==> config.mk <==
export PLATFORM = sky130hd
export DESIGN_NAME = cc_front
export DESIGN_NICKNAME = d
export VERILOG_FILES = /design/src/sv/cc_pkg.sv /design/src/sv/cc_front.sv
export SDC_FILE = /design/constraint.sdc
export NUM_CORES = 1
export LEC_CHECK = 0
export BUFFER_PORTS_ARGS = -buffer_cell sky130_fd_sc_hd__clkbuf_2
export CELL_PAD_IN_SITES_DETAIL_PLACEMENT = 0
export CELL_PAD_IN_SITES_GLOBAL_PLACEMENT = 1
export CORE_UTILIZATION = 35
export DETAILED_ROUTE_END_ITERATION = 6
export PLACE_DENSITY_LB_ADDON = 0.15
export SLEW_MARGIN = 20
export SYNTH_ARGS = -nofsm -noshare
export SYNTH_HDL_FRONTEND = slang
export SYNTH_SLANG_ARGS = --single-unit
export TNS_END_PERCENT = 5
==> constraint.sdc <==
create_clock -name clk -period 2.7 [get_ports clk]
set_clock_uncertainty 0.15 [all_clocks]
set_input_delay 0.27 -clock clk [delete_from_list [all_inputs] [get_ports clk]]
set_output_delay 0.27 -clock clk [all_outputs]
set_load 0.01 [all_outputs]
==> src/sv/cc_pkg.sv <==
// ----------------------------------------------------------------------------
// cc_pkg
// Shared types, constants and helper functions of the ChaCha20 stream core.
// ----------------------------------------------------------------------------
package cc_pkg;

	localparam logic [31:0] CC_SIGMA0 = 32'h6170_7865;
	localparam logic [31:0] CC_SIGMA1 = 32'h3320_646e;
	localparam logic [31:0] CC_SIGMA2 = 32'h7962_2d32;
	localparam logic [31:0] CC_SIGMA3 = 32'h6b20_6574;

	localparam int CC_DOUBLE_ROUNDS = 10;
	localparam logic [4:0] CC_LAST_HALF = 5'(2 * CC_DOUBLE_ROUNDS - 1);

	localparam int CC_CFG_IDX_W = 3;
	localparam logic [CC_CFG_IDX_W-1:0] CC_REG_KEY0      = 3'd0;
	localparam logic [CC_CFG_IDX_W-1:0] CC_REG_KEY1      = 3'd1;
	localparam logic [CC_CFG_IDX_W-1:0] CC_REG_KEY2      = 3'd2;
	localparam logic [CC_CFG_IDX_W-1:0] CC_REG_KEY3      = 3'd3;
	localparam logic [CC_CFG_IDX_W-1:0] CC_REG_NONCE_LO  = 3'd4;
	localparam logic [CC_CFG_IDX_W-1:0] CC_REG_NONCE_HI  = 3'd5;
	localparam logic [CC_CFG_IDX_W-1:0] CC_REG_START_CTR = 3'd6;

	localparam logic [1:0] CC_STEP_AD16 = 2'd0;
	localparam logic [1:0] CC_STEP_CB12 = 2'd1;
	localparam logic [1:0] CC_STEP_AD8  = 2'd2;
	localparam logic [1:0] CC_STEP_CB7  = 2'd3;

	typedef struct packed {
		logic [7:0] data_byte;
		logic       last_byte;
	} cc_in_t;

	typedef struct packed {
		logic [7:0] out_byte;
		logic       out_last;
	} cc_out_t;

	// item as classified by the front end
	typedef struct packed {
		cc_in_t     item;
		logic [5:0] pos;
		logic       new_msg;
	} cc_tag_t;

	typedef struct packed {
		logic        start;
		logic [31:0] counter;
	} cc_gen_req_t;

	typedef logic [15:0][31:0] cc_block_t;

	typedef enum logic [1:0] {
		CR_IDLE,
		CR_ROUND,
		CR_ADD
	} cc_core_state_t;

	typedef enum logic [1:0] {
		BK_IDLE,
		BK_GEN,
		BK_EMIT
	} cc_back_state_t;

	function automatic cc_block_t cc_init_words(input logic [255:0] key,
			input logic [95:0] nonce, input logic [31:0] counter);
		cc_block_t w;
		w[0]  = CC_SIGMA0;
		w[1]  = CC_SIGMA1;
		w[2]  = CC_SIGMA2;
		w[3]  = CC_SIGMA3;
		for (int k = 0; k < 8; k++) begin
			w[4+k] = key[32*k +: 32];
		end
		w[12] = counter;
		w[13] = nonce[31:0];
		w[14] = nonce[63:32];
		w[15] = nonce[95:64];
		return w;
	endfunction

	// word index of a quarter-round operand: role 0..3 is a, b, c, d
	function automatic logic [3:0] cc_widx(input logic [1:0] lane,
			input logic [1:0] role, input logic diag);
		logic [1:0] col;
		col = lane + (diag ? role : 2'd0);
		return {role, col};
	endfunction

endpackage

==> src/sv/cc_front.sv <==
// ----------------------------------------------------------------------------
// cc_front
// Input side: accepts bytes, tags each with its block position and message
// start, and holds them in a two-entry queue for the back end.
// ----------------------------------------------------------------------------
module cc_front
	import cc_pkg::*;
(
	input  logic    clk,
	input  logic    arst_n,
	input  logic    push,
	output logic    full,
	input  cc_in_t  in_item,
	output logic    head_valid,
	output cc_tag_t head,
	input  logic    deq
);

	logic       active_q;
	logic [5:0] pos_q;
	cc_tag_t    mem_q [2];
	logic       wptr_q;
	logic       rptr_q;
	logic [1:0] cnt_q;
	logic       accept;
	cc_tag_t    tag;

	assign full       = (cnt_q == 2'd2);
	assign accept     = push && !full;
	assign head_valid = (cnt_q != 2'd0);
	assign head       = mem_q[rptr_q];

	always_comb begin
		tag.item    = in_item;
		tag.pos     = active_q ? pos_q : 6'd0;
		tag.new_msg = !active_q;
	end

	always_ff @(posedge clk or negedge arst_n) begin
		if (!arst_n) begin
			active_q <= 1'b0;
			pos_q    <= 6'd0;
			wptr_q   <= 1'b0;
			rptr_q   <= 1'b0;
			cnt_q    <= 2'd0;
		end else begin
			if (accept) begin
				pos_q    <= tag.pos + 6'd1;
				active_q <= !in_item.last_byte;
				wptr_q   <= !wptr_q;
			end
			if (deq) begin
				rptr_q <= !rptr_q;
			end
			case ({accept, deq})
				2'b10:   cnt_q <= cnt_q + 2'd1;
				2'b01:   cnt_q <= cnt_q - 2'd1;
				default: cnt_q <= cnt_q;
			endcase
		end
	end

	always_ff @(posedge clk) begin
		if (accept) begin
			mem_q[wptr_q] <= tag;
		end
	end

endmodule

# --- Yosys cells after proc, flatten, opt, wreduce, memory -nomap -nowiden ---
# Memory sizes are Yosys's and may differ from the RTL's.
# Index checks and enable logic that the tools add are counted.
op_classes:
  n_addsub: 3
  n_eq_ne: 3
  muxes: 4
  reduce_logical: 8
ops:
  columns: ["op", "count"]
  rows:
  - ["$add 6x1->6 const B", 1]
  - ["$mux 6", 1]
  - ["$logic_not 1->1", 5]
  - ["$eq 2x2->1 const B", 2]
  - ["$pmux 2 s2", 1]
  - ["$reduce_bool 2->1", 2]
  - ["$add 2x1->2 const B", 1]
  - ["$eq 2x1->1 const B", 1]
  - ["$mux 1", 2]
  - ["$sub 2x1->2 const B", 1]
  - ["$logic_and 1x1->1", 1]
word_totals:
  ff_bits: 11
  ramBits: 32
  input_bits: 13
  elab_cells: 24
  memories: 1
mem_list:
  columns: ["name", "depth", "word_bits", "rd", "rd_clocked_by_memory_dff", "write_ports", "line_no", "text"]
  rows:
  - ["mem_q", 2, 16, 1, 0, 1, "cc_front.sv:21", "cc_tag_t mem_q [2];"]

# --- Depth between registers and ports, before layout ---
# Gate-level depths: netlist (run 1).
logic_depth:
  word_depth: 5
  mapped_depth: 6
  depth_no_buf: 6

# --- Least setup slack after synthesis (run 1) ---
# No wires, ideal clock.
synth_timing:
  path_type: "register -> register"
  startpoint: "register cnt_q[0]"
  endpoint: "memory mem_q[0][0] (netlist bit), enable pin"
  t_arrival_ps: 1407
  slack_ps: 755
  path_stages_with_launch: 4
  n_path_buf: 0
  synth_period_minus_slack_ps: 1945
  cell_sequence: "dfrtp_1 nand2b_4 nand2_1 nor2_1"
synth_between:
  elab_chain_cells: 5
synth_lines:
  columns: ["element", "line_no", "text"]
  rows:
  - ["from (decl)", "cc_front.sv:24", "logic [1:0] cnt_q;"]
  - ["from (signal assigned)", "cc_front.sv:56", "2'b10: cnt_q <= cnt_q + 2'd1;"]
  - ["from (signal assigned)", "cc_front.sv:57", "2'b01: cnt_q <= cnt_q - 2'd1;"]
  - ["from (signal assigned)", "cc_front.sv:58", "default: cnt_q <= cnt_q;"]
  - ["$eq 2x2->1", "cc_front.sv:28", "assign full = (cnt_q == 2'd2);"]
  - ["$logic_not 1->1", "cc_front.sv:29", "assign accept = push && !full;"]
  - ["$logic_and 1x1->1", "cc_front.sv:29", null]
  - ["$mux 1", "cc_front.sv:64", "if (accept) begin"]
  - ["$mux 1 (implied by the code)", "cc_front.sv:65", "mem_q[wptr_q] <= tag;"]
  - ["to (decl)", "cc_front.sv:21", null]
# Every way passes these cells.

==> results of run 1 <==
[worst max-delay path, stage by stage (launching register included)]
cell and delay, ns:
dfrtp_1 0.78, mux2_2 0.42, clkbuf_2 0.13
[routing by layer]
metal  track usage  vias to the layer above
li1              -                      474
met1         0.140                      498
met2         0.221                       22
met3        0.0514                        8
met4        0.0719                        0
met5             0                        -
[cell usage after synthesis (2+ instances only)]
| cell type | number | area share |
|---|---|---|
| xnor2_1 | 3 | 0.015 |
| edfxtp_1 | 32 | 0.56 |
| inv_1 | 4 | 0.0087 |
| buf_2 | 2 | 0.0058 |
| xor2_1 | 2 | 0.010 |
| nor2_1 | 4 | 0.0087 |
| mux2_2 | 16 | 0.10 |
| dfrtp_1 | 11 | 0.16 |
| nand4_1 | 2 | 0.0072 |
| a31oi_1 | 2 | 0.0072 |
| o21ai_0 | 7 | 0.020 |
| and2_1 | 4 | 0.014 |
| ha_1 | 2 | 0.014 |
| nor4_1 | 2 | 0.0072 |
| o21bai_1 | 2 | 0.0087 |
| a211oi_1 | 2 | 0.0087 |
| nand2_1 | 2 | 0.0043 |
[kinds of logic after synthesis]
kind of cell | count (synthesis) | synth area share
compound gates | 14 | 0.0499
xor+xnor | 5 | 0.0253
fa+ha+maj | 2 | 0.0145
buf+inv | 8 | 0.0203
flops | 43 | 0.715
mux | 17 | 0.111
simple gates | 19 | 0.0644
[cells in the final DEF, fill, tap and decap left out, types with 3 or more instances in the layout]
cell | synthesis | final
inv_1 | 4 | 4
mux2_2 | 16 | 16
clkbuf_8 | 0 | 5
nor2_1 | 4 | 4
edfxtp_1 | 32 | 32
xnor2_1 | 3 | 3
clkbuf_2 | 0 | 30
o21ai_0 | 7 | 7
and2_1 | 4 | 4
dfrtp_1 | 11 | 11
[metrics by stage]
stage	cells	utilization	hold WS [ns]
floorplan	108	-	-0.176
global placement	203	0.414	0.0179
detailed placement	203	0.414	0.0268
CTS	212	0.439	0.0105
global route	213	0.441	0.00827
finish	213	0.441	0.0177
[cell type report]
| class | count | area (um2) | share of cell area |
|---|---|---|---|
| sequential | 43 | 1240 | 0.593 |
| multi-input combinational | 57 | 458 | 0.220 |
| timing repair buffer | 33 | 178 | 0.0853 |
| tap | 67 | 83.8 | 0.0402 |
| clock buffer | 7 | 76.3 | 0.0366 |
| clock inverter | 1 | 30.0 | 0.0144 |
| inverter | 5 | 21.3 | 0.0102 |
[timing repair]
item	CTS	global route
resized for setup	0	0
hold buffers	1	1
hold endpoints to repair	11	2
[power by group through the flow]
stage | sequential, mW | combinational (mW) | clock, mW
finish | 1.04 | 0.618 | 0.483
global route | 1.08 | 0.682 | 0.520
CTS | 1.05 | 0.632 | 0.495
detailed placement | 1.07 | 0.627 | 0
floorplan | 0.981 | 0.483 | 0
global placement | 1.06 | 0.621 | 0
[flip-flops by register name (all words and copies together), names as in the netlist]
register	cells
mem_q	32
cnt_q	2
pos_q	6
rptr_q	1
wptr_q	1
active_q	1
[path summary, 6_finish.rpt]
path | slack [ns] | to | start
worst max-delay path | 0.66 | head[1] | rptr_q
worst min-delay path | 0.02 | mem_q[1][11] | in_item[4]
worst max register to register | 0.93 | pos_q[4] | active_q
worst min register to register | 0.34 | wptr_q | wptr_q
max in group asynchronous | 1.93 | pos_q[1] | arst_n
min in group asynchronous | 0.24 | wptr_q | arst_n
==> out/results.ini, run 1 <==
[floorplan]
fp.coreArea_um2=4720
die_w_um=72.3
chipHeight_um=72.3
rows=25
dieArea_um2=5230
top_level_ports=31
start_util=0.366

[sta]
maxSlewViolCount=0
max_freq_mhz=489
tightest_slew_ns=0.682
setup_violations=0
min_period_over_period=0.757
finalWorstSetupSlack_ns=0.657
fin_setup_tns_ns=0
rsz0062_at_grt=false
finalCriticalPeriod_ns=2.04
finalHoldViolations=0
maxSlewHeadroom=0.545

[drt]
drtPass1Iterations=4
route.detailed.drc=0
vias_per_cell=4.70
wl_met2_um=1460
wl_met1_um=1230
vias=1002
top_layer=met4
antenna_left=0
drt_iter0_markers=28
detail_route.wl_per_cell_um=13.7
wl_um=2920
wl_met3_um=149

[setup_path]
path_max_fanout=17
crit_type=register to output pin
cp-start-kind=register
worstPathRequired_ns=2.28
arrival_ns=1.62
worst-r2r-cell-count=5
cp-end-kind=output pin

[synth]
ys_types=26
synthesis.nets=123
ys_ff_latch=43
synth_area_per_cell_um2=16.0
yosysSeqAreaShare=0.715
yosys_warnings=0
syn_inst=108
async_flop_share=0.256
synth_edf_count=32
synth_ff_type=edfxtp_1
netlist_area_um2=1730

[pwr]
p_int_mw=1.50
totalPowerFinal_mw=2.15
ir_worst_vdd_uv=475
p_leak_nw=0.811
comb_power_share=0.288
p_sw_frac=0.302
pwr-share-clk=0.225
p_per_area_nw_per_um2=1030
seq_power_share=0.487
power_switching_mw=0.648

[clock_tree]
post-cts-setup-buffers=0
cts_root_buffer=clkbuf_8
path_clk_slew_ns=0.08
clock_latency_ns=0.29
cts_tree=built
cts_htree_levels=2
cts.sinks=43
cts_made_buffers=5
clockBufferDepth=2

[global_route]
grt_max_degree=18
grt_pass1_wl_um=4930
overflow=0
grtUsageTotal=0.131
grt_pass1_vias=1069
antenna_found_initial=0

[cells_and_area]
diodes=0
drive_above_1_share=0.390
area_growth_pct=20.5
nFillCells=448
nets=160
fin_area_um2=2080

[placed_design]
gp_congestion=0.792
place_ws_ns=0.916
hpwl_um=1970
portBuffers=30
postPlaceCellArea_um2=1960

[job]
max_cap_violations=0

[outcome]
outcome=complete, no violations

[min_path]
hold_depth=1
hp-class=input pin to register

(Power assumes the default switching activity.)
==> inputs of run 2 (changes only) <==
==> constraint.sdc (replaced) <==
create_clock -name clk -period 1.89 [get_ports clk]
set_clock_uncertainty 0.15 [all_clocks]
set_input_delay 0.189 -clock clk [delete_from_list [all_inputs] [get_ports clk]]
set_output_delay 0.189 -clock clk [all_outputs]
set_load 0.01 [all_outputs]
==> out/results.ini, run 2 (synthesis results as in run 1) <==
[sta]
finalHoldViolations=0  ; unchanged
tightest_slew_ns=0.403  ; -0.279 ns
maxSlewHeadroom=0.732  ; +0.186
setup_violations=0  ; unchanged
finalCriticalPeriod_ns=1.77
fin_setup_tns_ns=0  ; unchanged
rsz0062_at_grt=false
fin_hold_ws_ns=0.146  ; +0.129 ns
min_period_over_period=0.938
maxSlewViolCount=0  ; unchanged
max_freq_mhz=564

[setup_path]
cpMaxStageDelayCell=dfrtp_1
path_max_fanout=9  ; -8
cp-end-kind=output pin
crit_type=register to output pin
worst-path-buf-inv=2  ; +1
path_depth=3  ; +1
rrSetupSlack_ns=0.24  ; -0.69 ns
rr_startpoint=cnt_q[0]
worst-r2r-cell-count=6  ; +1
path_delay_family=flip-flops
crit_path_max_incr_delay_ns=0.44  ; -0.34 ns
worstPathRequired_ns=1.55  ; -0.73 ns
cp-start-kind=register
crit_chain=buf_4 -> mux2_2 -> clkbuf_2
rr_endpoint=cnt_q[1]
arrival_ns=1.43  ; -0.19 ns

[drt]
detail_route.wl_per_cell_um=12.9  ; -5.9%
wl_um=2930  ; +0.24%
drtPass1Iterations=4  ; unchanged
antenna_left=0  ; unchanged
vias_per_cell=4.61  ; -2.0%
drt_iter0_markers=59  ; +110%
vias=1046  ; +4.4%
route.detailed.drc=0  ; unchanged

[cells_and_area]
reg.largest.list=mem_q: 32 flops, pos_q: 6 flops, cnt_q: 2 flops
diodes=0  ; unchanged
largest_reg_flops=32  ; unchanged
nFillCells=448  ; unchanged
area_growth_pct=28.0
multiInputGateArea_um2=460  ; +0.55%
nets=174  ; +8.8%
drive_above_1_share=0.400  ; +0.00959
register_area_um2=1240  ; unchanged
final_common_cell=edfxtp_1
top_register=mem_q
layout.cells.non_filler=227  ; +6.6%
most-common-layout-cells=32 x edfxtp_1, 30 x clkbuf_2, 16 x mux2_2, 12 x dlygate4sd3_1, 11 x dfrtp_1

[floorplan]
chipHeight_um=72.3  ; unchanged
die_w_um=72.3  ; unchanged
fp.coreArea_um2=4720  ; unchanged
dieArea_um2=5230  ; unchanged
start_util=0.366  ; unchanged
rows=25  ; unchanged
top_level_ports=31  ; unchanged

[clock_tree]
cts_resized=0  ; unchanged
clockBufferDepth=2  ; unchanged
cts_root_buffer=clkbuf_8
cts_made_buffers=5  ; unchanged
path_clk_slew_ns=0.08  ; about the same
clock_latency_ns=0.29  ; about the same
cts_tree=built
cts.sinks=43  ; unchanged
cts_htree_levels=2  ; unchanged

[pwr]
p_per_area_nw_per_um2=1400  ; +36%
ir_worst_vdd_uv=646  ; +36%
totalPowerFinal_mw=3.09  ; +44%
p_leak_nw=0.871  ; +7.3%

[min_path]
hp-class=input pin to asynchronous set/reset pin

[global_route]
met3_usage=0.0292  ; -0.0222
overflow=0  ; unchanged
grt_max_degree=17  ; -1
grt_pass1_wl_um=4870  ; -1.1%
busiest_layer=met2
grt_util_met2=0.197  ; -0.0239
antenna_found_initial=0  ; unchanged
grt.met1_usage=0.167  ; +0.0274
grtUsageTotal=0.127  ; -0.00364
grt_pass1_vias=1049  ; -1.9%

[placed_design]
portBuffers=30  ; unchanged
gp_congestion=0.779  ; -1.6%
place_inst=207  ; +2.0%
hpwl_um=2060  ; +4.5%

[outcome]
outcome=complete, no violations

[job]
max_cap_violations=0  ; unchanged

[run 2: cell count changes in the layout (fill, tap and decap cells not counted), sizes merged]
cell and change:
buf +4, clkinvlp +1, dlygate4sd3 +10, bufinv -1
[run 2: layout make-up]
type                       instances  area share
tap                               67      0.0379
timing repair buffer              47       0.139
multi-input combinational         57       0.208
sequential                        43       0.559
inverter                           5     0.00961
clock buffer                       7      0.0435
clock inverter                     1     0.00339
[run 2: worst max path at each step]
| stage | from | end | slack (ns) |
|---|---|---|---|
| final | rptr_q | head[6] | 0.12 |
| after global routing | rptr_q | head[6] | 0.04 |
| after CTS | rptr_q | head[6] | 0.09 |
| after detailed placement | cnt_q[0] | cnt_q[1] | 0.24 |
| after global placement | cnt_q[0] | cnt_q[1] | 0.30 |
| after floorplan | cnt_q[0] | mem_q[0][0] | 0.20 |
[run 2: metrics by stage]
step,setup WS (ns),util,area (um2)
6_report,0.116,0.469,2210
5_1_grt,0.0440,0.469,2210
4_1_cts,0.0930,0.469,2210
3_5_place_dp,0.238,0.421,1990
3_3_place_gp,0.297,0.421,1990
2_1_floorplan,0.197,-,1730
[run 2: routing by layer]
layer | share of wire | wire length (um) | vias to the layer above
met5 | 0 | 0 | -
met4 | 0.022 | 64 | 0
met3 | 0.035 | 101 | 7
met2 | 0.47 | 1380 | 22
met1 | 0.47 | 1380 | 508
li1 | - | - | 509
[run 2: what timing repair did]
action | in CTS | in global routing
hold endpoints to repair | 31 | 0
hold buffers | 12 | 0
setup buffers | 0 | 0
[run 2: power by group]
part,internal (mW),leakage [nW],switching (mW)
combinational,0.498,0.381,0.538
clock,0.332,0.0505,0.296
sequential,1.31,0.439,0.116
total,2.14,0.871,0.951
==> inputs of run 3 (changes only) <==
--- a/config.mk
+++ b/config.mk
@@ -10,7 +10,7 @@
 export CELL_PAD_IN_SITES_GLOBAL_PLACEMENT = 1
 export CORE_UTILIZATION = 35
 export DETAILED_ROUTE_END_ITERATION = 6
-export PLACE_DENSITY_LB_ADDON = 0.15
+export PLACE_DENSITY = 0.75
 export SLEW_MARGIN = 20
 export SYNTH_ARGS = -nofsm -noshare
 export SYNTH_HDL_FRONTEND = slang
==> out/results.ini, run 3 (synthesis results as in run 1) <==
[floorplan]
dieArea_um2=5230  ; unchanged
chipHeight_um=72.3  ; unchanged
start_util=0.366  ; unchanged
die_w_um=72.3  ; unchanged
rows=25  ; unchanged
top_level_ports=31  ; unchanged
fp.coreArea_um2=4720  ; unchanged

[pwr]
ir_worst_vdd_uv=376  ; -42%
p_per_area_nw_per_um2=1410  ; +1.1%
p_leak_nw=0.857  ; -1.6%

[sta]
tightest_slew_ns=0.386  ; -0.0163 ns
setup_violations=0  ; unchanged
maxSlewHeadroom=0.742  ; +0.0108
finalHoldViolations=0  ; unchanged
fin_setup_tns_ns=0  ; unchanged
min_period_over_period=0.920  ; -0.0187
rsz0062_at_grt=false
maxSlewViolCount=0  ; unchanged
finalCriticalPeriod_ns=1.74  ; -0.0353 ns
max_freq_mhz=575  ; +2.0%

[cells_and_area]
top_register=mem_q
reg.largest.list=mem_q: 32 flops, pos_q: 6 flops, cnt_q: 2 flops
largest_reg_flops=32  ; unchanged
final_common_cell=edfxtp_1
drive_above_1_share=0.385  ; -0.0154
nFillCells=411  ; -8.3%
fin_util=0.463  ; -0.00609
area_growth_pct=26.3
diodes=0  ; unchanged
nets=170  ; -2.3%
most-common-layout-cells=32 x edfxtp_1, 30 x clkbuf_2, 16 x mux2_2, 11 x dfrtp_1, 11 x dlygate4sd3_1

[setup_path]
cpMaxStageDelayCell=dfrtp_1
crit_chain=buf_4 -> mux2_2 -> clkbuf_2
crit_type=register to output pin
cp-start-kind=register
crit_path_max_incr_delay_ns=0.37  ; -0.07 ns
path_delay_family=buffers and inverters
arrival_ns=1.40  ; -0.03 ns
path_max_fanout=16  ; +7
cp-end-kind=output pin
worstPathRequired_ns=1.55  ; about the same
worst-path-buf-inv=2  ; unchanged

[drt]
drtPass1Iterations=4  ; unchanged
vias=1023  ; -2.2%
detail_route.wl_per_cell_um=12.7  ; -1.5%
antenna_left=0  ; unchanged
wl_um=2830  ; -3.2%
drt_iter0_markers=94  ; +59%
route.detailed.drc=0  ; unchanged
vias_per_cell=4.59  ; -0.44%

[global_route]
grt_pass1_vias=1041  ; -0.76%
antenna_found_initial=0  ; unchanged
overflow=0  ; unchanged
grt_max_degree=17  ; unchanged
grt_pass1_wl_um=4580  ; -6.0%
grtUsageTotal=0.120  ; -0.00657

[clock_tree]
clockBufferDepth=2  ; unchanged
cts_made_buffers=5  ; unchanged
path_clk_slew_ns=0.07  ; about the same
clock_latency_ns=0.28  ; about the same
cts.sinks=43  ; unchanged
cts_htree_levels=2  ; unchanged
cts_root_buffer=clkbuf_8
post-cts-setup-buffers=0  ; unchanged
cts_tree=built

[placed_design]
portBuffers=30  ; unchanged
gp_congestion=0.866  ; +11%
hpwl_um=2000  ; -2.6%

[job]
max_cap_violations=0  ; unchanged

[outcome]
outcome=complete, no violations

[min_path]
hp-class=input pin to register

run 3: changes by cell type in the layout (fill, tap and decap cells not counted), sizes merged:
cell | previous run | this run
buf | 5 | 2
bufinv | 0 | 1
clkbuf | 37 | 35
clkinv | 0 | 2
clkinvlp | 1 | 0
dlygate4sd3 | 12 | 11
run 3: cell type report:
type | count | area [um2] | area share
clock buffers | 5 | 68.8 | 0.0315
repair buffers | 43 | 275 | 0.126
multi-input cells | 57 | 460 | 0.211
inverters | 5 | 21.3 | 0.00974
well taps | 67 | 83.8 | 0.0384
clock inverters | 3 | 38.8 | 0.0178
flip-flops and latches | 43 | 1240 | 0.566
run 3: metrics by stage:
step	cells	cell area [um2]	power, mW	worst slack, ns	hold slack, ns
floorplan	108	1730	2.10	0.197	-0.257
global placement	204	1970	2.40	0.270	-0.0672
detailed placement	204	1970	2.44	0.200	-0.0709
CTS	223	2180	3.13	0.126	0.00822
global route	223	2180	3.27	0.0499	0.0179
finish	223	2180	3.08	0.152	0.0115
run 3: path summary, 6_finish.rpt:
check / to / cells after the start / start / slack, ns
max: head[6] / 3 / rptr_q / 0.15
min: pos_q[2] / 2 / push / 0.01
max reg2reg: pos_q[4] / 5 / active_q / 0.17
min reg2reg: rptr_q / 1 / rptr_q / 0.32
max in group asynchronous: cnt_q[1] / 2 / arst_n / 1.21
min in group asynchronous: pos_q[3] / 2 / arst_n / 0.16
run 3: worst register-to-register path: cells and delay by family, from the launching register on:
family          cells  cell delay, ns
compound gates      2            0.35
simple gates        2            0.37
fa+ha+maj           1            0.23
flops               1            0.51
run 3: routing by layer:
layer / up-vias / wire length, um / global-route usage / share of wire
met5: - / 0 / 0 / 0
met2: 29 / 1520 / 0.214 / 0.54
met1: 488 / 1140 / 0.131 / 0.40
li1: 504 / - / - / -
met4: 0 / 27 / 0.0523 / 0.0095
met3: 2 / 148 / 0.0403 / 0.052
run 3: repair_timing:
action,4_1_cts,5_1_grt
resized for setup,0,0
hold buffers,11,0
endpoints found under the hold margin,31,0
run 3: power by group:
part,internal (mW),switching (mW),total (mW)
combinational,0.463,0.516,0.979
clock,0.386,0.282,0.668
sequential,1.31,0.127,1.44
total,2.16,0.925,3.08
